<file path="src/rchk_pkg.sv">
// Shared types and constants for the rectangle center Hilbert key block.
`default_nettype none
package rchk_pkg;

    localparam int COORD_W     = 32;
    localparam int COORD_FRAC  = 16;
    localparam int FRAC_SHIFT  = COORD_FRAC + 1;
    localparam int SUM_W       = COORD_W + 1;
    localparam int WIDE_W      = 64;
    localparam int CENTER_W    = 31;
    localparam int SAT_BIT     = FRAC_SHIFT + CENTER_W;
    localparam int LEVELS      = 32;
    localparam int LEVEL_W     = 5;
    localparam int KEY_W       = 2 * LEVELS;
    localparam int CFG_W       = 5;
    localparam int CFG_INDEX_W = 1;

    localparam logic [CFG_INDEX_W-1:0] CFG_SCALE_SHIFT = 1'd0;
    localparam logic [CFG_INDEX_W-1:0] CFG_HIGHEST_BIT = 1'd1;

    localparam logic [CFG_W-1:0] SCALE_SHIFT_RESET = 5'd20;
    localparam logic [CFG_W-1:0] HIGHEST_BIT_RESET = 5'd31;

    localparam logic [CENTER_W-1:0] CENTER_MAX = {CENTER_W{1'b1}};

    typedef struct packed {
        logic [COORD_W-1:0] x_low;
        logic [COORD_W-1:0] y_low;
        logic [COORD_W-1:0] x_high;
        logic [COORD_W-1:0] y_high;
    } in_word_t;

    typedef struct packed {
        logic [KEY_W-1:0] hilbert_index;
        logic             clipped;
    } out_word_t;

    typedef struct packed {
        logic               valid;
        logic [COORD_W-1:0] x;
        logic [COORD_W-1:0] yx;
        logic [KEY_W-1:0]   key;
        logic [LEVEL_W-1:0] top;
        logic               clipped;
    } stage_t;

endpackage
`default_nettype wire

</file>
<file path="src/rchk_center.sv">
// Front stage: scaled, saturated centers and the seed of the Hilbert chain.
`default_nettype none
module rchk_center
    import rchk_pkg::*;
(
    input  wire logic               clk,
    input  wire logic               rst_n,
    input  wire logic               advance,
    input  wire logic               load,
    input  wire in_word_t           word,
    input  wire logic [CFG_W-1:0]   scale_shift,
    input  wire logic [LEVEL_W-1:0] highest_bit,
    output stage_t                  stage
);

    logic [SUM_W-1:0]    sum_x;
    logic [SUM_W-1:0]    sum_y;
    logic [WIDE_W-1:0]   wide_x;
    logic [WIDE_W-1:0]   wide_y;
    logic                sat_x;
    logic                sat_y;
    logic [COORD_W-1:0]  cx;
    logic [COORD_W-1:0]  cy;
    logic                valid_reg;
    logic                valid_next;
    stage_t              data_reg;
    stage_t              data_next;

    always_comb
    begin
        sum_x  = {1'b0, word.x_low} + {1'b0, word.x_high};
        sum_y  = {1'b0, word.y_low} + {1'b0, word.y_high};
        wide_x = {{(WIDE_W-SUM_W){1'b0}}, sum_x} << scale_shift;
        wide_y = {{(WIDE_W-SUM_W){1'b0}}, sum_y} << scale_shift;
        sat_x  = |wide_x[WIDE_W-1:SAT_BIT];
        sat_y  = |wide_y[WIDE_W-1:SAT_BIT];
        cx     = {1'b0, sat_x ? CENTER_MAX : wide_x[SAT_BIT-1:FRAC_SHIFT]};
        cy     = {1'b0, sat_y ? CENTER_MAX : wide_y[SAT_BIT-1:FRAC_SHIFT]};

        valid_next        = advance ? load : valid_reg;
        data_next.valid   = load;
        data_next.x       = cx;
        data_next.yx      = cy ^ cx;
        data_next.key     = '0;
        data_next.top     = highest_bit;
        data_next.clipped = sat_x | sat_y;
    end

    always_ff @(posedge clk or negedge rst_n)
    begin
        if (!rst_n)
        begin
            valid_reg <= 1'b0;
        end
        else
        begin
            valid_reg <= valid_next;
        end
    end

    always_ff @(posedge clk)
    begin
        if (advance)
        begin
            data_reg <= data_next;
        end
    end

    always_comb
    begin
        stage       = data_reg;
        stage.valid = valid_reg;
    end

endmodule
`default_nettype wire

</file>
<file path="config.mk">
export PLATFORM = sky130hd
export DESIGN_NAME = rchk_center
export DESIGN_NICKNAME = d
export VERILOG_FILES = /design/src/rchk_pkg.sv /design/src/rchk_center.sv
export SDC_FILE = /design/constraint.sdc
export NUM_CORES = 1
export LEC_CHECK = 0
export BUFFER_PORTS_ARGS = -buffer_cell sky130_fd_sc_hd__buf_2
export CORE_UTILIZATION = 40
export CTS_BUF_LIST = sky130_fd_sc_hd__clkbuf_16
export DETAILED_ROUTE_END_ITERATION = 8
export GPL_ROUTABILITY_DRIVEN = 0
export GPL_TIMING_DRIVEN = 1
export PLACE_DENSITY = 0.59
export SYNTH_ARGS = -nofsm -noshare
export SYNTH_HDL_FRONTEND = slang
export SYNTH_SLANG_ARGS = --single-unit
</file>
<file path="constraint.sdc">
create_clock -name clk -period 1.5 [get_ports clk]
set_clock_uncertainty 0.15 [all_clocks]
set_input_delay 0.225 -clock clk [delete_from_list [all_inputs] [get_ports clk]]
set_output_delay 0.225 -clock clk [all_outputs]
set_load 0.01 [all_outputs]
</file>
# ---- Word level (Yosys, flattened, before mapping)
# Cells that the tools add are included.
dict set report classes {
  n_reduce_logical 2
  shifts 2
  n_bitwise 2
  muxes 2
  addsub 2
}
# operator count
set op_table {}
lappend op_table {{left shift 33 x 5 -> 64 bit} 2}
lappend op_table {{adder 32 x 32 -> 33 bit} 2}
lappend op_table {{2-to-1 mux 31 bit} 2}
lappend op_table {{OR reduction 16 bit} 2}
lappend op_table {{XOR 31 bit} 1}
lappend op_table {{OR 1 bit} 1}
dict set report word_totals {
  out_inout_bits 135
  regBits 70
}

# ---- Logic depth before layout (Yosys ltp)
# Gate-level depths: netlist (run 1).
dict set report logic_depth {
  depth_word 5
  ltp_mapped 18
  ltp_nobuf 16
}

# ---- Worst setup path after synthesis (run 1)
# No wires, ideal clock.
dict set report synth_timing {
  path_type {input-to-reg}
  startpoint {in word[46] in the netlist's numbering}
  endpoint {reg data_reg, in the netlist stage[78], data pin}
  cell_stages 17
  setup_ns 0.158
  arrival_ns 4.074
  slack_ns -2.882
  cell_sequence {ha_1 > buf_4 > a21oi_4 > o21ai_1 > a221o_1 > or3_4 > a211oi_2 > xor2_2 > mux4_2 > mux2_2 > o2bb2ai_1 > nor4_4 > and4b_1 > buf_4 > buf_4 > a2111o_1 > o211ai_1}
}
# element line
set synth_rtl {}
lappend synth_rtl {{start: declaration} rchk_center.sv:10} ;# input wire in_word_t word,
lappend synth_rtl {{end signal: assignment} rchk_center.sv:65} ;# data_reg <= data_next;
lappend synth_rtl {{end: declaration} rchk_center.sv:26} ;# stage_t data_reg;

==> impl_metrics.yaml, run 1 <==
outcome:
  status: "complete, but fails checks"
  violations: "negative setup slack"
logic_synthesis:
  synth_ff_type: "edfxtp_1"
  seq_area_frac_synth_pct: 17.0
  synth_top_area_share_pct: 16.8
  avgSynthCellArea_sq_um: 7.69
  yosys.cell_types.count: 94
  netlist_area_sq_mm: 0.0121
  syn_inst: 1577
  yosys-top-cells-area: "edfxtp_1 17%, ha_1 6.6%, mux2i_1 6.0%"
  yosysTopAreaCell: "edfxtp_1"
  synth-seq-cells: 69
  async_flop_share_pct: 1.45
  synth_edf_count: 68
  yosysWarnings: 0
global_route:
  grtUsageTotal_pct: 29.9
  antenna_found_initial: 1
  grt_max_degree: 36
  grt_pass1_wl_um: 74600
  grt.overflow.total: 0
  grt_pass1_vias: 14200
routing:
  ant_nets: 0
  finalWirelength_um: 47600
  drc_errors: 0
  first_iter_violations: 1270
  wl_met3_um: 3560
  wl_per_cell_um: 17.9
  vias: 15100
  wl_met2_um: 22000
  first_pass_iters: 6
  top_layer_used: "met5"
  drt-vias-per-instance: 5.66
  wl_met1_um: 20100
floorplan:
  io_pins: 277
  core_sq_mm: 0.0297
  fp.dieH_um: 176
  die_w_um: 176
  start_util_pct: 40.8
  row_count: 63
  dieArea_sq_mm: 0.0310
cells_and_area:
  final_layout_size_suffix_gt1_share_pct: 45.5
  final_nets: 2477
  area_growth_pct: 58.8
  largest_register_ffs: 68
  diodes: 0
  final.fill_count: 2556
cts:
  cts-root-buf: "clkbuf_16"
  insertion_delay_ps: 320
  cts_made_buffers: 9
  h-tree-depth: 3
  cts_tree: "yes"
  cts_max_path_buffers: 2
  clock_sinks: 69
  clkTransAtPathRegs_ps: 60
power_and_ir_drop:
  p_total_uw: 14900
  peakVddDrop_uv: 472
  power_leakage_uw: 0.00853
  powerDensity_mw_per_mm2: 772
setup_path:
  critPathArrivalTime_ps: 4360
  cp_max_fo: 3
  crit_type: "input pin to flip-flop"
  startpoint_type: "input pin"
  required_ps: 1430
  end_kind: "flip-flop"
timing:
  slew_headroom_pct: 48.2
  post-route-period-util_pct: 295
  worst_slack_ps: -2930
  min_period_ps: 4430
  slew_violations: 0
  max_freq_mhz: 226
  finalHoldViolations: 0
  rsz0062_at_grt: "true"
  finalSetupViolations: 63
  setup_tns_ps: -172260
  worstMarginPinSlew_ps: 768
min_path:
  hold_path.class: "input pin to async pin"
place:
  dp_slack_ps: -3350
  port-buffer-count: 210
  dp_hpwl_um: 38600
job:
  maxCapViolations: 0
==> cells in the mapped netlist (7+ instances only) <==
cell         n
and3_1       7
a221o_1      8
nand2b_1    11
a31oi_1     25
a21oi_2      9
a221oi_1    12
or2_2        9
mux4_2      16
ha_1        64
nand3_1     30
nor2_1     156
a22o_1       7
edfxtp_1    68
mux2i_1     73
nand4_1     36
o21a_1      13
buf_1       20
and2_1      14
or3_1       11
inv_1       25
a22oi_1     21
nand2_1    187
xnor2_1     55
mux2_2      30
o2bb2ai_1   12
o31ai_1     12
a21o_1      14
buf_2       23
o22ai_1     21
o211ai_1    22
buf_4       72
nor3_1      29
o21ai_1     20
xor2_1      21
a211o_1     13
o21ai_0     93
a21oi_1    109
nor2b_1      8
a211oi_1    20
clkbuf_1    55
==> power breakdown <==
part	switching [uW]	internal [uW]
sequential	77.7	2490
clock	792	1620
combinational	5110	4770
total	5980	8880
==> placed cells by master, fill, tap and decap left out, types with 10 or more instances in the layout <==
cell	instances
nand4_1	36
ha_1	45
inv_1	25
buf_2	204
a22oi_2	10
buf_4	526
a221oi_1	10
a22oi_1	11
a21oi_2	12
and2_1	13
nor3_1	26
nor2_1	155
nand2_1	183
nand2b_1	10
o211ai_1	22
o21ai_2	14
mux4_2	16
a211o_1	13
edfxtp_1	68
a211oi_1	15
conb_1	66
o21ai_0	86
xor2_1	20
ha_4	16
o21ai_1	11
a31oi_4	12
a31oi_1	14
buf_6	40
a21oi_1	99
o31ai_1	10
o22ai_1	12
a21o_1	14
nand3_1	29
mux2_2	27
mux2i_1	71
o21a_1	12
xnor2_1	50
==> area by class of cell <==
cell class / count / area [sq um] / area share [%]
well taps: 390 / 488 / 2.53
inverters: 28 / 105 / 0.546
multi-input cells: 1373 / 10500 / 54.8
clock inverters: 7 / 115 / 0.598
repair buffers: 788 / 5710 / 29.6
flip-flops and latches: 69 / 2070 / 10.7
clock buffers: 9 / 225 / 1.17
==> through the flow <==
step	util (%)	cell area (sq um)	hold WS, ps	cells
after floorplan	-	12900	-221	1642
after global routing	64.8	19300	68.8	2664
after CTS	63.5	18900	39.6	2656
final	64.8	19300	57.0	2664
after global placement	59.1	17500	-151	2609
after detailed placement	59.1	17500	-149	2609
==> worst max-delay path: stages <==
cell       delay (ps)
buf_6             100
ha_4              150
inv_2              50
fa_2              240
nor2b_4            60
o2111ai_2         220
a21boi_2          120
buf_4             160
o211a_1           230
or3_4             370
and2_1            210
mux2i_1           230
buf_4             170
o221ai_2          120
o41ai_2           370
nand4_1           120
or4_4             480
a222oi_1          470
buf_4             230
xnor2_2            70
==> worst paths after layout <==
path	from	endpoint	slack, ps	depth (start not counted)
worst max register to register	valid_reg	valid_reg	610	1
min in group clk	advance	stage[118]	190	1
worst min-delay path	rst_n	valid_reg	60	2
max in group asynchronous	rst_n	valid_reg	1060	2
worst min register to register	valid_reg	valid_reg	360	1
worst max-delay path	word[64]	stage[76]	-2930	20
==> routing by layer <==
layer / GRT usage, % / vias up
met5: 0 / -
met4: 10.8 / 2
met3: 2.84 / 120
met2: 50.1 / 736
met1: 39.8 / 7007
li1: - / 7220
==> timing repair <==
item | in CTS | in global routing
gates resized for setup | 125 | 58
hold endpoints to repair | 7 | 0
hold buffers | 7 | 0
setup buffers | 24 | 9
pin swaps | 64 | 48
cloned | 1 | 0
setup endpoints to repair | 63 | 63
==> cells by family after synthesis <==
| logic type | synth area share [%] |
|---|---|
| XOR/XNOR | 5.62 |
| AO/OA/AOI/OAI | 29.5 |
| other | 0.0309 |
| buffers and inverters | 8.78 |
| AND/OR/NAND/NOR | 20.3 |
| adder cells (fa/ha/maj) | 6.94 |
| multiplexers | 11.8 |
| flip-flops | 17.0 |
Note: power is estimated with default switching activity, not from simulation.
==> run 2, diff against run 1 <==
--- a/config.mk
+++ b/config.mk
@@ -7,11 +7,11 @@
 export LEC_CHECK = 0
 export BUFFER_PORTS_ARGS = -buffer_cell sky130_fd_sc_hd__buf_2
 export CORE_UTILIZATION = 40
-export CTS_BUF_LIST = sky130_fd_sc_hd__clkbuf_16
+export CTS_BUF_LIST = sky130_fd_sc_hd__clkbuf_8
 export DETAILED_ROUTE_END_ITERATION = 8
-export GPL_ROUTABILITY_DRIVEN = 0
 export GPL_TIMING_DRIVEN = 1
 export PLACE_DENSITY = 0.59
 export SYNTH_ARGS = -nofsm -noshare
 export SYNTH_HDL_FRONTEND = slang
 export SYNTH_SLANG_ARGS = --single-unit
+export TNS_END_PERCENT = 5
==> run 2 against run 1 <==
The run still ends with negative setup slack left. Register-to-register slack barely moved. Non-clock buffer count rose by 43. Hold slack got worse by 28 ps. Sequential power hardly changed. Critical path type unchanged. Critical path depth decreased by 2. Global-route usage grew 2.3 points. Sequential cell count unchanged.
==> impl_metrics.yaml, run 2 (same netlist as run 1, synthesis figures left out) <==
setup_path:
  critPathTopFamily: "compound AO/OA/AOI/OAI gates"
  cp.buffers_inverters: 5
  startpoint_type: "input pin"
  end_kind: "flip-flop"
  slowest_delay_ps: 420
  required_ps: 1460
  worst-path-stages: 18
  critPathArrivalTime_ps: 4220
  worstPathCellList: "buf_2 -> ha_4 -> a21oi_4 -> o21ai_2 -> a221o_1 -> or3_4 -> a211oi_4 -> xor2_4 -> buf_6 -> buf_4 -> o22a_1 -> a31oi_1 -> o41ai_4 -> and4b_2 -> buf_6 -> a31oi_2 -> buf_4 -> xnor2_1"
  crit_type: "input pin to flip-flop"
  r2r_cells: 1
  cp_max_fo: 6
  slowest_stage: "or3_4"
job:
  maxCapViolations: 0
floorplan:
  fp.dieH_um: 176
  row_count: 63
  dieArea_sq_mm: 0.0310
  die_w_um: 176
  io_pins: 277
  core_sq_mm: 0.0297
  start_util_pct: 40.8
routing:
  first_pass_iters: 6
  drt-vias-per-instance: 5.59
  ant_nets: 0
  vias: 15100
  wl_per_cell_um: 18.9
  wl_met2_um: 24000
  top_layer_used: "met4"
  finalWirelength_um: 51200
  wl_met3_um: 2880
  first_iter_violations: 1427
  drc_errors: 0
  wl_met1_um: 22600
cells_and_area:
  largest_register_ffs: 68
  final_nets: 2520
  final_cells: 2707
  final_layout_size_suffix_gt1_share_pct: 46.4
  mostFrequentLayoutCells: "591 x buf_4, 204 x buf_2, 183 x nand2_1"
  final_common_cell: "buf_4"
  utilization_pct: 64.3
  final.fill_count: 2665
  area_growth_pct: 57.6
  diodes: 0
cts:
  h-tree-depth: 3
  cts_tree: "yes"
  cts-root-buf: "clkbuf_8"
  clock_sinks: 69
  cts_max_path_buffers: 2
  clkTransAtPathRegs_ps: 90
  insertion_delay_ps: 350
  cts_made_buffers: 9
timing:
  post-route-period-util_pct: 284
  min_period_ps: 4260
  worst_slack_ps: -2760
  slew_headroom_pct: 51.8
  worstMarginPinSlew_ps: 718
  max_freq_mhz: 235
  rsz0062_at_grt: "true"
  finalSetupViolations: 63
  finalHoldViolations: 0
  slew_violations: 0
outcome:
  violations: "negative setup slack"
  status: "complete, but fails checks"
min_path:
  hold_path.class: "input pin to async pin"
global_route:
  grt_max_degree: 44
  grt.overflow.total: 0
  grt_pass1_vias: 14600
  antenna_found_initial: 0
  grtUsageTotal_pct: 32.2
  grt_pass1_wl_um: 78900
place:
  dp_cells: 2635
  port-buffer-count: 210
  dp_hpwl_um: 41900
  gp_congestion: 0.954
power_and_ir_drop:
  power_leakage_uw: 0.00854
  peakVddDrop_uv: 369
  powerDensity_mw_per_mm2: 745
==> run 2: changes by cell type in the layout (fill, tap and decap cells not counted), sizes merged <==
cell / change
bufinv: -1
inv: +3
clkbuf: +2
clkinv: -2
buf: +41
==> run 2: layout make-up <==
cell class / instances / area [sq um] / share of cell area (%)
clock buffer: 9 / 124 / 0.648
clock inverter: 7 / 105 / 0.550
inverter: 28 / 105 / 0.550
multi-input combinational: 1373 / 10300 / 53.8
sequential: 69 / 2070 / 10.8
tap: 390 / 488 / 2.55
timing repair buffer: 831 / 5940 / 31.1
==> run 2: layer usage <==
metal  track usage (%)  up-vias
met3              2.86       94
met4              10.9        0
li1                  -     7301
met1              42.9     7144
met5                 0        -
met2              54.2      595
==> run 2: final timing paths <==
check,from,end,slack [ps]
min in group clk,advance,stage[98],140
hold / removal,rst_n,valid_reg,30
setup / recovery,word[44],stage[81],-2760
hold reg to reg,valid_reg,valid_reg,360
setup reg to reg,valid_reg,valid_reg,610
max in group asynchronous,rst_n,valid_reg,1090
==> run 2: through the flow <==
stage          power, uW  setup WS, ps  TNS (ps)  area, sq um  hold WS (ps)
4_1_cts            13800         -2710   -163380        18600          6.08
3_5_place_dp       11600         -3770   -215410        17500          -148
5_1_grt            15000         -2940   -176730        19100          8.66
3_3_place_gp       11500         -3680   -210310        17500          -151
6_report           14200         -2760   -168620        19100          29.4
2_1_floorplan       7350         -2660   -158770        12600          -221
==> run 2: repair_timing <==
item,CTS,global route
buffers inserted,36,12
pin swaps,33,29
hold buffers,7,0
setup endpoints to repair,63,63
hold endpoints to repair,7,0
gates resized for setup,101,81
gates cloned,0,2
==> run 2: report_power, final <==
group | leakage [uW] | switching, uW | internal [uW] | total, uW
Combinational | 0.00775 | 5100 | 4820 | 9910
Clock | 0.000113 | 794 | 965 | 1760
Sequential | 0.000679 | 77.5 | 2490 | 2570
Total | 0.00854 | 5970 | 8270 | 14200
