`src/rchk_pkg.sv`:
```
// Shared types and constants for the rectangle center Hilbert key block.
`default_nettype none
package rchk_pkg;

    localparam int COORD_W     = 32;
    localparam int COORD_FRAC  = 16;
    localparam int FRAC_SHIFT  = COORD_FRAC + 1;
    localparam int SUM_W       = COORD_W + 1;
    localparam int WIDE_W      = 64;
    localparam int CENTER_W    = 31;
    localparam int SAT_BIT     = FRAC_SHIFT + CENTER_W;
    localparam int LEVELS      = 32;
    localparam int LEVEL_W     = 5;
    localparam int KEY_W       = 2 * LEVELS;
    localparam int CFG_W       = 5;
    localparam int CFG_INDEX_W = 1;

    localparam logic [CFG_INDEX_W-1:0] CFG_SCALE_SHIFT = 1'd0;
    localparam logic [CFG_INDEX_W-1:0] CFG_HIGHEST_BIT = 1'd1;

    localparam logic [CFG_W-1:0] SCALE_SHIFT_RESET = 5'd20;
    localparam logic [CFG_W-1:0] HIGHEST_BIT_RESET = 5'd31;

    localparam logic [CENTER_W-1:0] CENTER_MAX = {CENTER_W{1'b1}};

    typedef struct packed {
        logic [COORD_W-1:0] x_low;
        logic [COORD_W-1:0] y_low;
        logic [COORD_W-1:0] x_high;
        logic [COORD_W-1:0] y_high;
    } in_word_t;

    typedef struct packed {
        logic [KEY_W-1:0] hilbert_index;
        logic             clipped;
    } out_word_t;

    typedef struct packed {
        logic               valid;
        logic [COORD_W-1:0] x;
        logic [COORD_W-1:0] yx;
        logic [KEY_W-1:0]   key;
        logic [LEVEL_W-1:0] top;
        logic               clipped;
    } stage_t;

endpackage
`default_nettype wire

```
`src/rchk_cell.sv`:
```
// One Hilbert level: emits a two-bit digit and transforms the running x.
`default_nettype none
module rchk_cell
    import rchk_pkg::*;
(
    input  wire logic               clk,
    input  wire logic               rst_n,
    input  wire logic               advance,
    input  wire logic [LEVEL_W-1:0] level,
    input  wire stage_t             stage_in,
    output stage_t                  stage_out
);

    logic               active;
    logic               ybit;
    logic               xbit;
    logic [1:0]         digit;
    logic [COORD_W-1:0] x_new;
    logic               valid_reg;
    logic               valid_next;
    stage_t             data_reg;
    stage_t             data_next;

    always_comb
    begin
        active = level <= stage_in.top;
        ybit   = stage_in.yx[level];
        xbit   = stage_in.x[level];
        digit  = 2'd0;
        x_new  = stage_in.x;
        unique case ({ybit, xbit})
            2'b10:
            begin
                digit = 2'd1;
            end
            2'b11:
            begin
                digit = 2'd3;
                x_new = stage_in.x ^ ~stage_in.yx;
            end
            2'b00:
            begin
                digit = 2'd0;
                x_new = stage_in.x ^ stage_in.yx;
            end
            2'b01:
            begin
                digit = 2'd2;
            end
            default:
            begin
                digit = 2'd0;
            end
        endcase
        if (!active)
        begin
            digit = 2'd0;
            x_new = stage_in.x;
        end

        valid_next    = advance ? stage_in.valid : valid_reg;
        data_next     = stage_in;
        data_next.x   = x_new;
        data_next.key = {stage_in.key[KEY_W-3:0], digit};
    end

    always_ff @(posedge clk or negedge rst_n)
    begin
        if (!rst_n)
        begin
            valid_reg <= 1'b0;
        end
        else
        begin
            valid_reg <= valid_next;
        end
    end

    always_ff @(posedge clk)
    begin
        if (advance)
        begin
            data_reg <= data_next;
        end
    end

    always_comb
    begin
        stage_out       = data_reg;
        stage_out.valid = valid_reg;
    end

endmodule
`default_nettype wire

```
`config.mk`:
```
export PLATFORM = sky130hd
export DESIGN_NAME = rchk_cell
export DESIGN_NICKNAME = d
export VERILOG_FILES = /design/src/rchk_pkg.sv /design/src/rchk_cell.sv
export SDC_FILE = /design/constraint.sdc
export NUM_CORES = 1
export LEC_CHECK = 0
export BUFFER_PORTS_ARGS = -buffer_cell sky130_fd_sc_hd__buf_2
export CAP_MARGIN = 20
export CORE_ASPECT_RATIO = 0.7
export CORE_MARGIN = 5
export CORE_UTILIZATION = 40
export CTS_CLUSTER_DIAMETER = 80
export DETAILED_ROUTE_END_ITERATION = 8
export GPL_TIMING_DRIVEN = 0
export PLACE_DENSITY = 0.71
export SLEW_MARGIN = 20
export SYNTH_ARGS = -nofsm -noshare
export SYNTH_HDL_FRONTEND = slang
export SYNTH_SLANG_ARGS = --single-unit
```
`constraint.sdc`:
```
create_clock -name clk -period 1.3 [get_ports clk]
set_clock_uncertainty 0.2 [all_clocks]
set_input_delay 0.26 -clock clk [delete_from_list [all_inputs] [get_ports clk]]
set_output_delay 0.26 -clock clk [all_outputs]
set_load 0.02 [all_outputs]
```
* Yosys cells after proc, flatten, opt, wreduce, memory -nomap -nowiden *
Index checks and enable logic that the tools add are counted.
Widths: inputs -> output; s select.

cells by class
  $lt $le $gt $ge = 2
  equality and inequality tests = 3
  mux-type cells = 7
  bitwise operators = 3
  reductions and logical operators = 1

operators with widths
  operator            count
  $pmux 32 s2         1
  $xor 32x32->32      2
  $mux 32             1
  $not 32->32         1
  $bmux 1 s5          2
  $pmux 2 s4          1
  $lt 5x6->1 const B  1
  $le 5x5->1          1
  $eq 2x2->1 const B  2
  $eq 2x1->1 const B  1
  $logic_not 2->1     1
  $mux 1              2

word-level totals
  register bits = 135
  bits of input ports = 143
  output and inout bits = 135
  word-level logic and storage cells = 23

* Logic depth before layout (Yosys ltp) *
Gate-level depths: netlist (run 1).

  depth after elaboration = 5
  mapped depth = 12
  depth with buffers taken out = 9

* Worst setup path before layout (run 1) *
No wires, ideal clock.

  path type = in2reg
  start point = input port level[1]
  end point = register data_reg (netlist bit stage_out[105]), data pin
  data arrival time = 2.590 ns
  setup slack = -1.753 ns
  cell stages on the path = 11
  path buffers = 4
  cell sequence = buf_6 > buf_12 > mux4_1 > o22ai_1 > or4_1 > ha_1 > clkbuf_1 > buf_1 > nor3_1 > a21oi_1 > nand3_1

on the way
  longest elaborated chain between the ends = 5
  elaborated cells on any way between the ends = 9
  classes of those cells = order compare (1); eq/ne (1); mux (6); reduce/logical (1)

RTL lines
  what                                                  line                              text
  start: declaration                                    rchk_cell.sv:9                    input wire logic [LEVEL_W-1:0] level,
  $bmux 1 s5 (on tied branches)                         rchk_cell.sv:28, rchk_cell.sv:27
  $mux 1 (on tied branches)                             rchk_cell.sv:28, rchk_cell.sv:27
  $eq 2x2->1 / $logic_not 2->1 (equally long branches)  rchk_cell.sv:31                   unique case ({ybit, xbit})
  $pmux 32 s2                                           rchk_cell.sv:31
  $mux 32 (*)                                           rchk_cell.sv:55                   if (!active)
  via x_new[3]                                          rchk_cell.sv:18                   logic [COORD_W-1:0] x_new;
  end signal: assignment                                rchk_cell.sv:83                   data_reg <= data_next;
  end: declaration                                      rchk_cell.sv:21                   stage_t data_reg;

The timed path passes the listed nets; every way through them passes the cells marked *. The select of a mux whose other input is x is not followed.
A chain may end at the register's enable or synchronous reset.

* Final worst setup path (run 1) *
  start point = input port level[1]
  end point = register data_reg (netlist bit stage_out[117]), data pin

The elaborated chain is that of the path after synthesis.

==> flow_metrics.tcl, run 1 <==
set metrics [dict create \
    outcome "finished, violations left" \
    violations "negative setup slack" \
    vdd_drop_max_mv 0.792 \
    post_drt_wl_per_cell_microns 22.1 \
    synthCells 460 \
    synth-seq-cells 135 \
    io_buffer_count 275 \
    die_area_sq_mm 0.0187 \
    cp_data_arrival_time_ns 2.68 \
    fin_crit_sh_pct 210 \
    finalSetupViolCount 169 \
    timing_worst_setup_path_type "input pin to register" \
    reg2reg_from "valid_reg" \
    cts-root-buf "clkbuf_16" \
    numCtsBuffers 17 \
    syn_area_per_cell_sq_um 13.9 \
    drt_iter0_markers 521 \
    dpl.hpwl_mm 15.6 \
    dr.pass1.iters 6 \
    grt_usage_pct 24.2 \
    ys_async_sr_fraction_pct 0.741 \
    rsz0062_at_grt "true" \
    drcViolationCount 0 \
    cp-end-kind "register" \
    synth-compound-area-share_pct 11.6 \
    core_area_sq_mm 0.0156 \
    grt_max_degree 85 \
    rows 38 \
    max_slew_margin_pct 58.6 \
    synth_xor_area_share_pct 4.38 \
    fin_crit_ns 2.73 \
    cp-start-kind "input pin" \
    whs_ns 0.0363 \
    yosysTopAreaCellShare_pct 62.9 \
    ff_latch_area_sq_mm 0.00405 \
    slew_viol_final 0 \
    synth_top_family_by_area "compound AO/OA/AOI/OAI gates" \
    drive_above_1_share_pct 45.7 \
    yosysWarnings 0 \
    nNetsFinal 1018 \
    synth_nets 612 \
    synth_ff_type "edfxtp_1" \
    start_util_pct 41.0 \
    antenna_found_initial 1 \
    grt_pass1_wl_mm 34.4 \
    synth_cell_type_count 29 \
    num_io_pins 278 \
    powerDensity_mw_per_mm2 1350 \
    synth_area_leader_cell "edfxtp_1" \
    fmax_mhz 367 \
    die_w_microns 161 \
    viasPerCell 5.54 \
    p_leak_nw 4.40 \
    finalHoldViolations 0 \
    areaGrowthSynthToFinish_pct 72.1 \
    wirelength_mm 23.9 \
    yosys.area_share.adder_pct 1.76 \
    path_clk_slew_ns 0.06 \
    grt_pass1_vias 6066 \
    clock_path_buffers 2 \
    worst_r2r_path_depth 2 \
    num-fill-cells 1061 \
    cts.sinks 135 \
    cts_tree "built" \
    worst_pin_slew_ns 0.621 \
    hp-class "input pin to register" \
    critPathRequiredTime_ns 1.25 \
    antenna_left 0 \
    multiInputGateArea_sq_mm 0.00250 \
    synthSimpleGateAreaFrac_pct 9.11 \
    crit_end "stage_out[117]" \
    h-tree-depth 4 \
    yosys-top-cells-area "edfxtp_1, mux4_1, nand3_1" \
    finalPower_w 0.0148 \
    setup_slack_ns -1.43 \
    critPathLaunch "level[1]" \
    r2r_end "valid_reg" \
    syn_area_sq_mm 0.00640 \
    ys_seq_area_share_pct 63.3 \
    synth.mux.area_fraction_pct 6.74 \
    largest_reg_flops 134 \
    grt-ovfl-total 0 \
    synth_edf_count 134 \
    cp_max_fo 8 \
    vias 5993 \
    gp_congestion 0.885 \
    drv_cap 0 \
    regToRegSetupSlack_ns 0.19 \
    die_h_microns 116 \
    clock_latency_ns 0.42 \
]
[cell usage after synthesis (all sizes together), types with 3 or more instances]
library cell	number
a21oi	34
buf	11
clkbuf	24
edfxtp	134
ha	9
inv	7
mux4	16
nand2	3
nand3	68
nor3	32
o211ai	32
o21a	35
o22ai	8
or3	4
xor2	32
[metal layers]
| metal | share of wire (%) | GRT usage, % | routed length [microns] | up-vias |
|---|---|---|---|---|
| li1 | - | - | - | 2625 |
| met1 | 38 | 30.8 | 9120 | 2959 |
| met2 | 51 | 41.1 | 12300 | 363 |
| met3 | 8.9 | 6.79 | 2120 | 46 |
| met4 | 1.8 | 6.59 | 419 | 0 |
| met5 | 0 | 0 | 0 | - |
[kinds of logic after synthesis]
logic type	Yosys count
and+or+nand+nor	113
adders and majority gates	9
AOI/OAI and AO/OA	112
buffers and inverters	42
xor gates and xnor gates	32
muxes	17
DFF	135
[power breakdown]
group          total, W  switching [W]  internal, W
clock           0.00488        0.00202      0.00287
combinational   0.00438        0.00232      0.00206
sequential      0.00555       0.000206      0.00534
total            0.0148        0.00454       0.0103
[placed cells by master (no fill, tap or decap), drive strengths merged]
master / synthesis / layout
mux4: 16 / 16
a21oi: 34 / 34
inv: 7 / 13
diode: 0 / 2
and4: 1 / 1
a21o: 1 / 1
buf: 11 / 296
nor4: 2 / 2
nand2: 3 / 3
xor2: 32 / 32
ha: 9 / 9
clkinvlp: 0 / 4
nor3: 32 / 32
bufinv: 0 / 2
clkbuf: 24 / 40
and2: 1 / 1
o21a: 35 / 35
dfrtp: 1 / 1
o22ai: 8 / 8
or3: 4 / 4
o211ai: 32 / 32
o21ai: 2 / 2
mux2: 1 / 1
or4: 2 / 2
clkinv: 0 / 3
nand3: 68 / 68
edfxtp: 134 / 134
dlygate4sd3: 0 / 103
[per-stage QoR]
stage	TNS (ns)	util (%)	std cells	setup WS, ns	cell area, sq um
finish	-60.42	70.6	1081	-1.43	11000
global route	-66.60	70.6	1080	-1.45	11000
CTS	-60.23	67.3	1079	-1.38	10500
detailed placement	-101.60	52.6	936	-2.01	8200
global placement	-284.50	52.4	935	-1.96	8170
floorplan	-50.63	-	460	-1.53	6540
[repair_timing]
| item | 4_1_cts | 5_1_grt |
|---|---|---|
| endpoints found under the setup margin | 221 | 169 |
| hold buffers | 103 | 0 |
| setup buffers | 6 | 1 |
| pin swaps | 12 | 8 |
| resized for setup | 162 | 139 |
| gates cloned | 4 | 0 |
| endpoints found under the hold margin | 102 | 0 |
[critical path, stage by stage]
cell	delay, ns
buf_8	0.10
buf_12	0.14
buf_12	0.14
mux4_2	0.35
o22ai_2	0.09
or4_4	0.55
ha_4	0.26
buf_12	0.17
xor2_1	0.15
o21a_1	0.18
a21oi_1	0.15
nand3_1	0.12
[how the worst min path moves through the flow]
stage | from | to | slack [ns] | depth (start not counted)
5_1_grt | stage_in[131] | stage_out[131] | 0.04 | 3
3_5_place_dp | rst_n | valid_reg | -0.15 | 1
3_3_place_gp | rst_n | valid_reg | -0.15 | 1
4_1_cts | stage_in[103] | stage_out[103] | 0.02 | 3
2_1_floorplan | rst_n | valid_reg | -0.24 | 0
6_report | stage_in[121] | stage_out[121] | 0.04 | 3
[layout make-up]
class | instances | area share [%]
multi-input combinational | 283 | 22.7
clock inverter | 15 | 1.53
sequential | 135 | 36.8
buffer | 32 | 2.65
antenna | 2 | 0.0454
tap | 200 | 2.27
inverter | 7 | 0.239
timing repair buffer | 390 | 29.9
clock buffer | 17 | 3.86
Power figures use the tool's default switching activity.
==> inputs of run 2 (changes only) <==
==> constraint.sdc (replaced) <==
create_clock -name clk -period 1.3 [get_ports clk]
set_clock_uncertainty 0.2 [all_clocks]
set_input_delay 0.065 -clock clk [delete_from_list [all_inputs] [get_ports clk]]
set_output_delay 0.065 -clock clk [all_outputs]
set_load 0.02 [all_outputs]
==> flow_metrics.tcl, run 2 (same netlist as run 1, synthesis figures left out) <==
set metrics [dict create \
    antenna_found_initial 1 \
    cp_data_arrival_time_ns 2.53 \
    drcViolationCount 0 \
    finalSetupViolCount 34 \
    p_comb_share_pct 28.3 \
    cts-root-buf "clkbuf_16" \
    die_area_sq_mm 0.0187 \
    met2_usage_pct 40.8 \
    die_w_microns 161 \
    path_clk_slew_ns 0.07 \
    place_ws_ns -1.81 \
    power_frac_clock_pct 33.8 \
    p_sw_share_pct 31.0 \
    grt_util_met3_pct 7.36 \
    rows 38 \
    slew_viol_final 0 \
    num_io_pins 278 \
    io_buffer_count 275 \
    hp-class "input pin to register" \
    layout_common_cells "buf_2, dlygate4sd3_1, edfxtp_1" \
    largest_reg_flops 134 \
    worst_r2r_path_depth 2 \
    grt_usage_pct 24.4 \
    critPathRequiredTime_ns 1.24 \
    antenna_left 0 \
    fin_area_sq_mm 0.0107 \
    p_switching_w 0.00446 \
    cp_max_fo 8 \
    grt_pass1_wl_mm 34.8 \
    fin_crit_ns 2.58 \
    crit_end "stage_out[115]" \
    wirelength_mm 23.7 \
    nNetsFinal 1052 \
    die_h_microns 116 \
    gp_congestion 0.885 \
    grt-ovfl-total 0 \
    vdd_drop_max_mv 0.798 \
    busiest_layer "met2" \
    final_common_cell "buf_2" \
    vias 6219 \
    cts_tree "built" \
    fmax_mhz 387 \
    finalPower_w 0.0144 \
    r2r_end "valid_reg" \
    regToRegSetupSlack_ns 0.21 \
    finalHoldViolations 64 \
    start_util_pct 41.0 \
    reg2reg_from "valid_reg" \
    clock_latency_ns 0.41 \
    placed_cell_area_sq_mm 0.00820 \
    critPathLaunch "level[1]" \
    drt_iter0_markers 632 \
    dpl.hpwl_mm 15.6 \
    cp-start-kind "input pin" \
    powerDensity_mw_per_mm2 1350 \
    violations "negative hold slack, negative setup slack" \
    setup_slack_ns -1.28 \
    core_area_sq_mm 0.0156 \
    power.internal_w 0.00994 \
    h-tree-depth 4 \
    areaGrowthSynthToFinish_pct 66.6 \
    outcome "finished, violations left" \
    clock_path_buffers 2 \
    worst_pin_slew_ns 0.638 \
    dr.pass1.iters 5 \
    grt_use_met1_pct 30.6 \
    grt_pass1_vias 6319 \
    numCtsBuffers 17 \
    max_slew_margin_pct 57.4 \
    drv_cap 0 \
    cp-end-kind "register" \
    p_leak_nw 4.31 \
    drive_above_1_share_pct 44.4 \
    rsz0062_at_grt "true" \
    post_drt_wl_per_cell_microns 21.3 \
    cts.sinks 135 \
    timing_worst_setup_path_type "input pin to register" \
    pwr-share-seq_pct 37.9 \
    viasPerCell 5.58 \
    grt_max_degree 85 \
    fin_crit_sh_pct 199 \
    whs_ns -0.0496 \
]
## run 2: cell count changes in the layout (fill, tap and decap cells not counted), moves of 2 or more
cell	change
buf_2	+107
buf_4	+2
buf_6	-108
dlygate4sd3_1	+33
xor2_2	+3
xor2_4	-2
## run 2: power by group through the flow
stage	Combinational, W	Sequential, W	Clock [W]
floorplan	0.00139	0.00612	0
global placement	0.00309	0.00553	0
detailed placement	0.00321	0.00554	0
CTS	0.00385	0.00545	0.00494
global route	0.00429	0.00549	0.00518
finish	0.00407	0.00545	0.00487
## run 2: through the flow
| stage | instances | TNS [ns] | utilization, % |
|---|---|---|---|
| after global placement | 935 | -251.55 | 52.4 |
| after CTS | 1111 | -36.82 | 67.1 |
| after detailed placement | 936 | -71.40 | 52.6 |
| final | 1115 | -39.48 | 68.4 |
| after global routing | 1114 | -40.03 | 68.4 |
| after floorplan | 460 | -44.00 | - |
## run 2: per-layer routing
layer  wire length, microns  part of all wire, %  up-vias
met2                  11700                   49      387
met4                    773                  3.3        0
met3                   2190                  9.2       78
met1                   9070                   38     3056
li1                       -                    -     2698
met5                      0                    0        -
## run 2: worst min path at each step
stage,end,cells after the start,slack [ns],startpoint
final,stage_out[107],1,-0.05,advance
after global routing,stage_out[107],1,-0.03,advance
after CTS,stage_out[115],3,-0.11,stage_in[115]
after detailed placement,valid_reg,1,-0.34,rst_n
after global placement,valid_reg,1,-0.35,rst_n
after floorplan,valid_reg,0,-0.43,rst_n
## run 2: area by class of cell
class	instances	area, sq um
diodes	2	5.00
plain buffers	32	292
clock buffers	17	425
clock inverters	15	169
fillers	1125	4930
inverters	7	26.3
multi-input cells	283	2490
flip-flops and latches	135	4050
well taps	200	250
repair buffers	424	2960
## run 2: timing repair
item,CTS,global route
hold buffers,135,1
pin swaps,12,8
endpoints found under the setup margin,36,35
cloned,4,0
gates resized for setup,53,32
hold endpoints to repair,217,68
buffers inserted,6,2
## run 2: critical path, cell delays in order
cell	delay (ns)
buf_8	0.10
buf_12	0.14
buf_16	0.14
mux4_2	0.38
o22ai_2	0.09
or4_4	0.54
ha_4	0.26
buf_12	0.17
xor2_2	0.15
o21a_1	0.19
a21oi_2	0.16
nand3_1	0.13
==> inputs of run 3 (changes only) <==
ABC_AREA = 1   (was unset)
CORE_ASPECT_RATIO = unset   (was 0.7)
==> flow_metrics.tcl, run 3 <==
set metrics [dict create \
    cts-root-buf "clkbuf_16" \
    slowest_stage "ha_2" \
    finalSetupViolCount 34 \
    crit_end "stage_out[6]" \
    ys_seq_area_share_pct 62.9 \
    dpl.hpwl_mm 14.6 \
    worstSetupPathDepth 20 \
    grt_usage_pct 24.6 \
    die_w_microns 137 \
    powerDensity_mw_per_mm2 1300 \
    cts.sinks 135 \
    die_area_sq_mm 0.0187 \
    num_io_pins 278 \
    synth_area_leader_cell "edfxtp_1" \
    syn_area_sq_mm 0.00644 \
    synth_ff_type "edfxtp_1" \
    post_drt_wl_per_cell_microns 18.7 \
    grt_max_degree 69 \
    drive_above_1_share_pct 44.7 \
    drv_cap 0 \
    outcome "finished, violations left" \
    largest_reg_flops 134 \
    worst_r2r_path_depth 1 \
    slew_viol_final 0 \
    areaGrowthSynthToFinish_pct 78.3 \
    h-tree-depth 4 \
    start_util_pct 40.7 \
    viasPerCell 4.88 \
    grt_pass1_wl_mm 34.4 \
    hp-class "input pin to register" \
    crit_chain "buf_12 > inv_12 > buf_12 > buf_16 > nand2_2 > nand3_2 > nand3_2 > nand2_2 > nand2_2 > buf_4 > buf_4 > buf_4 > buf_4 > buf_4 > buf_4 > nand2_1 > nand2_1 > nand2_2 > ha_2 > o21a_1" \
    max_slew_margin_pct 65.6 \
    yosysMostFrequentCell "nand2_1" \
    fin_crit_sh_pct 158 \
    synthCells 599 \
    layout_common_cells "buf_2, nand2_1, dlygate4sd3_1" \
    rows 46 \
    core_area_sq_mm 0.0158 \
    gp_congestion 0.820 \
    worst_pin_slew_ns 0.517 \
    synth-seq-cells 135 \
    ys_async_sr_fraction_pct 0.741 \
    die_h_microns 137 \
    finalHoldViolations 66 \
    vdd_drop_max_mv 0.871 \
    finalPower_w 0.0150 \
    nNetsFinal 1223 \
    yosysWarnings 0 \
    final_common_cell "buf_2" \
    regToRegSetupSlack_ns 0.34 \
    antenna_cells 0 \
    reg2reg_from "valid_reg" \
    stdcell_count 1300 \
    antenna_left 0 \
    num-fill-cells 1030 \
    drcViolationCount 0 \
    whs_ns -0.106 \
    cp_max_fo 7 \
    clock_latency_ns 0.42 \
    r2r_end "valid_reg" \
    timing_worst_setup_path_type "input pin to register" \
    slowest_delay_ns 0.17 \
    p_leak_nw 5.26 \
    fin_crit_ns 2.05 \
    rsz0062_at_grt "true" \
    cp-start-kind "input pin" \
    numCtsBuffers 17 \
    antenna_found_initial 4 \
    cp.buffers_inverters 10 \
    cp_data_arrival_time_ns 2.14 \
    setup_slack_ns -0.748 \
    dp_cells 1090 \
    io_buffer_count 274 \
    synth_nets 751 \
    synth_cell_type_count 22 \
    violations "negative hold slack, negative setup slack" \
    hold_buffers 136 \
    vias 6342 \
    synth_edf_count 134 \
    dr.pass1.iters 6 \
    grt-ovfl-total 0 \
    synth_common_cells "nand2_1, edfxtp_1, nand3_1" \
    cts_tree "built" \
    syn_area_per_cell_sq_um 10.7 \
    path_clk_slew_ns 0.06 \
    critPathRequiredTime_ns 1.39 \
    yosysTopAreaCellShare_pct 62.5 \
    fmax_mhz 488 \
    drt_iter0_markers 266 \
    yosys-top-cells-area "edfxtp_1, nand2_1, nand3_1" \
    clock_path_buffers 2 \
    cpMostUsedCell "buf_4" \
    cp-end-kind "register" \
    critPathTopFamily "buffers and inverters" \
    critPathLaunch "level[0]" \
    grt_pass1_vias 6397 \
    wirelength_mm 24.3 \
]
## run 3: changes by cell type after synthesis, moves of 4 or more
| cell | before | now |
|---|---|---|
| xnor2_1 | 0 | 32 |
| o211ai_1 | 32 | 0 |
| clkbuf_1 | 24 | 8 |
| mux4_1 | 16 | 0 |
| a21oi_1 | 34 | 2 |
| buf_4 | 1 | 5 |
| nor3_1 | 32 | 0 |
| o21a_1 | 35 | 2 |
| o22ai_1 | 8 | 0 |
| nand3_1 | 68 | 84 |
| buf_6 | 3 | 10 |
| nand2_1 | 3 | 255 |
## run 3: worst min path at each step
stage                 start             end  slack [ns]  cells past startpoint
floorplan             rst_n       valid_reg       -0.43                      0
global placement      rst_n       valid_reg       -0.36                      1
detailed placement    rst_n       valid_reg       -0.36                      1
CTS                 advance   stage_out[86]       -0.10                      1
global route        advance  stage_out[118]       -0.09                      1
finish              advance   stage_out[86]       -0.11                      1
## run 3: final cells by class
cell class / instances / area, sq um / area share [%]
clock buffers: 18 / 429 / 3.74
plain buffers: 29 / 337 / 2.93
flip-flops and latches: 135 / 4050 / 35.3
inverters: 11 / 65.1 / 0.567
multi-input cells: 421 / 2800 / 24.4
repair buffers: 456 / 3340 / 29.1
well taps: 216 / 270 / 2.35
clock inverters: 14 / 188 / 1.63
## run 3: stage by stage
| step | setup slack, ns | util (%) | TNS, ns | hold WS, ns | cell area [sq um] |
|---|---|---|---|---|---|
| 2_1_floorplan | -0.831 | - | -26.63 | -0.431 | 6610 |
| 3_3_place_gp | -1.77 | 52.1 | -268.51 | -0.360 | 8250 |
| 3_5_place_dp | -1.52 | 52.4 | -57.59 | -0.360 | 8290 |
| 4_1_cts | -0.656 | 69.8 | -21.13 | -0.103 | 11000 |
| 5_1_grt | -0.835 | 72.5 | -27.19 | -0.0888 | 11500 |
| 6_report | -0.748 | 72.5 | -24.06 | -0.106 | 11500 |
## run 3: what timing repair did
action | CTS | global route
cloned | 6 | 2
pin swaps | 12 | 19
gates resized for setup | 92 | 53
endpoints found under the setup margin | 35 | 34
buffers inserted | 34 | 3
hold endpoints to repair | 200 | 66
## run 3: power breakdown
part           internal [W]  leakage [nW]  total [W]  switching (W)
Combinational       0.00195          3.65    0.00441        0.00246
Sequential          0.00535          1.32    0.00546       0.000112
Clock               0.00308         0.293    0.00511        0.00203
Total                0.0104          5.26     0.0150        0.00460
## run 3: cells by family (layout without fill, tap and decap cells)
group	after synthesis	count (layout)	share of synthesized area, %
AOI/OAI and AO/OA	5	5	0.583
muxes	1	1	0.175
buffers and inverters	43	528	4.12
adders and majority gates	9	9	1.75
DFF	135	135	62.9
xor gates and xnor gates	64	64	8.71
and+or+nand+nor	342	342	21.8
## run 3: per-layer routing
layer	track usage [%]	vias to the layer above	routed length [microns]
met5	0	-	48
met4	7.98	8	461
met3	8.24	47	2370
met2	43.9	321	12400
met1	27.6	2986	9010
li1	-	2980	-
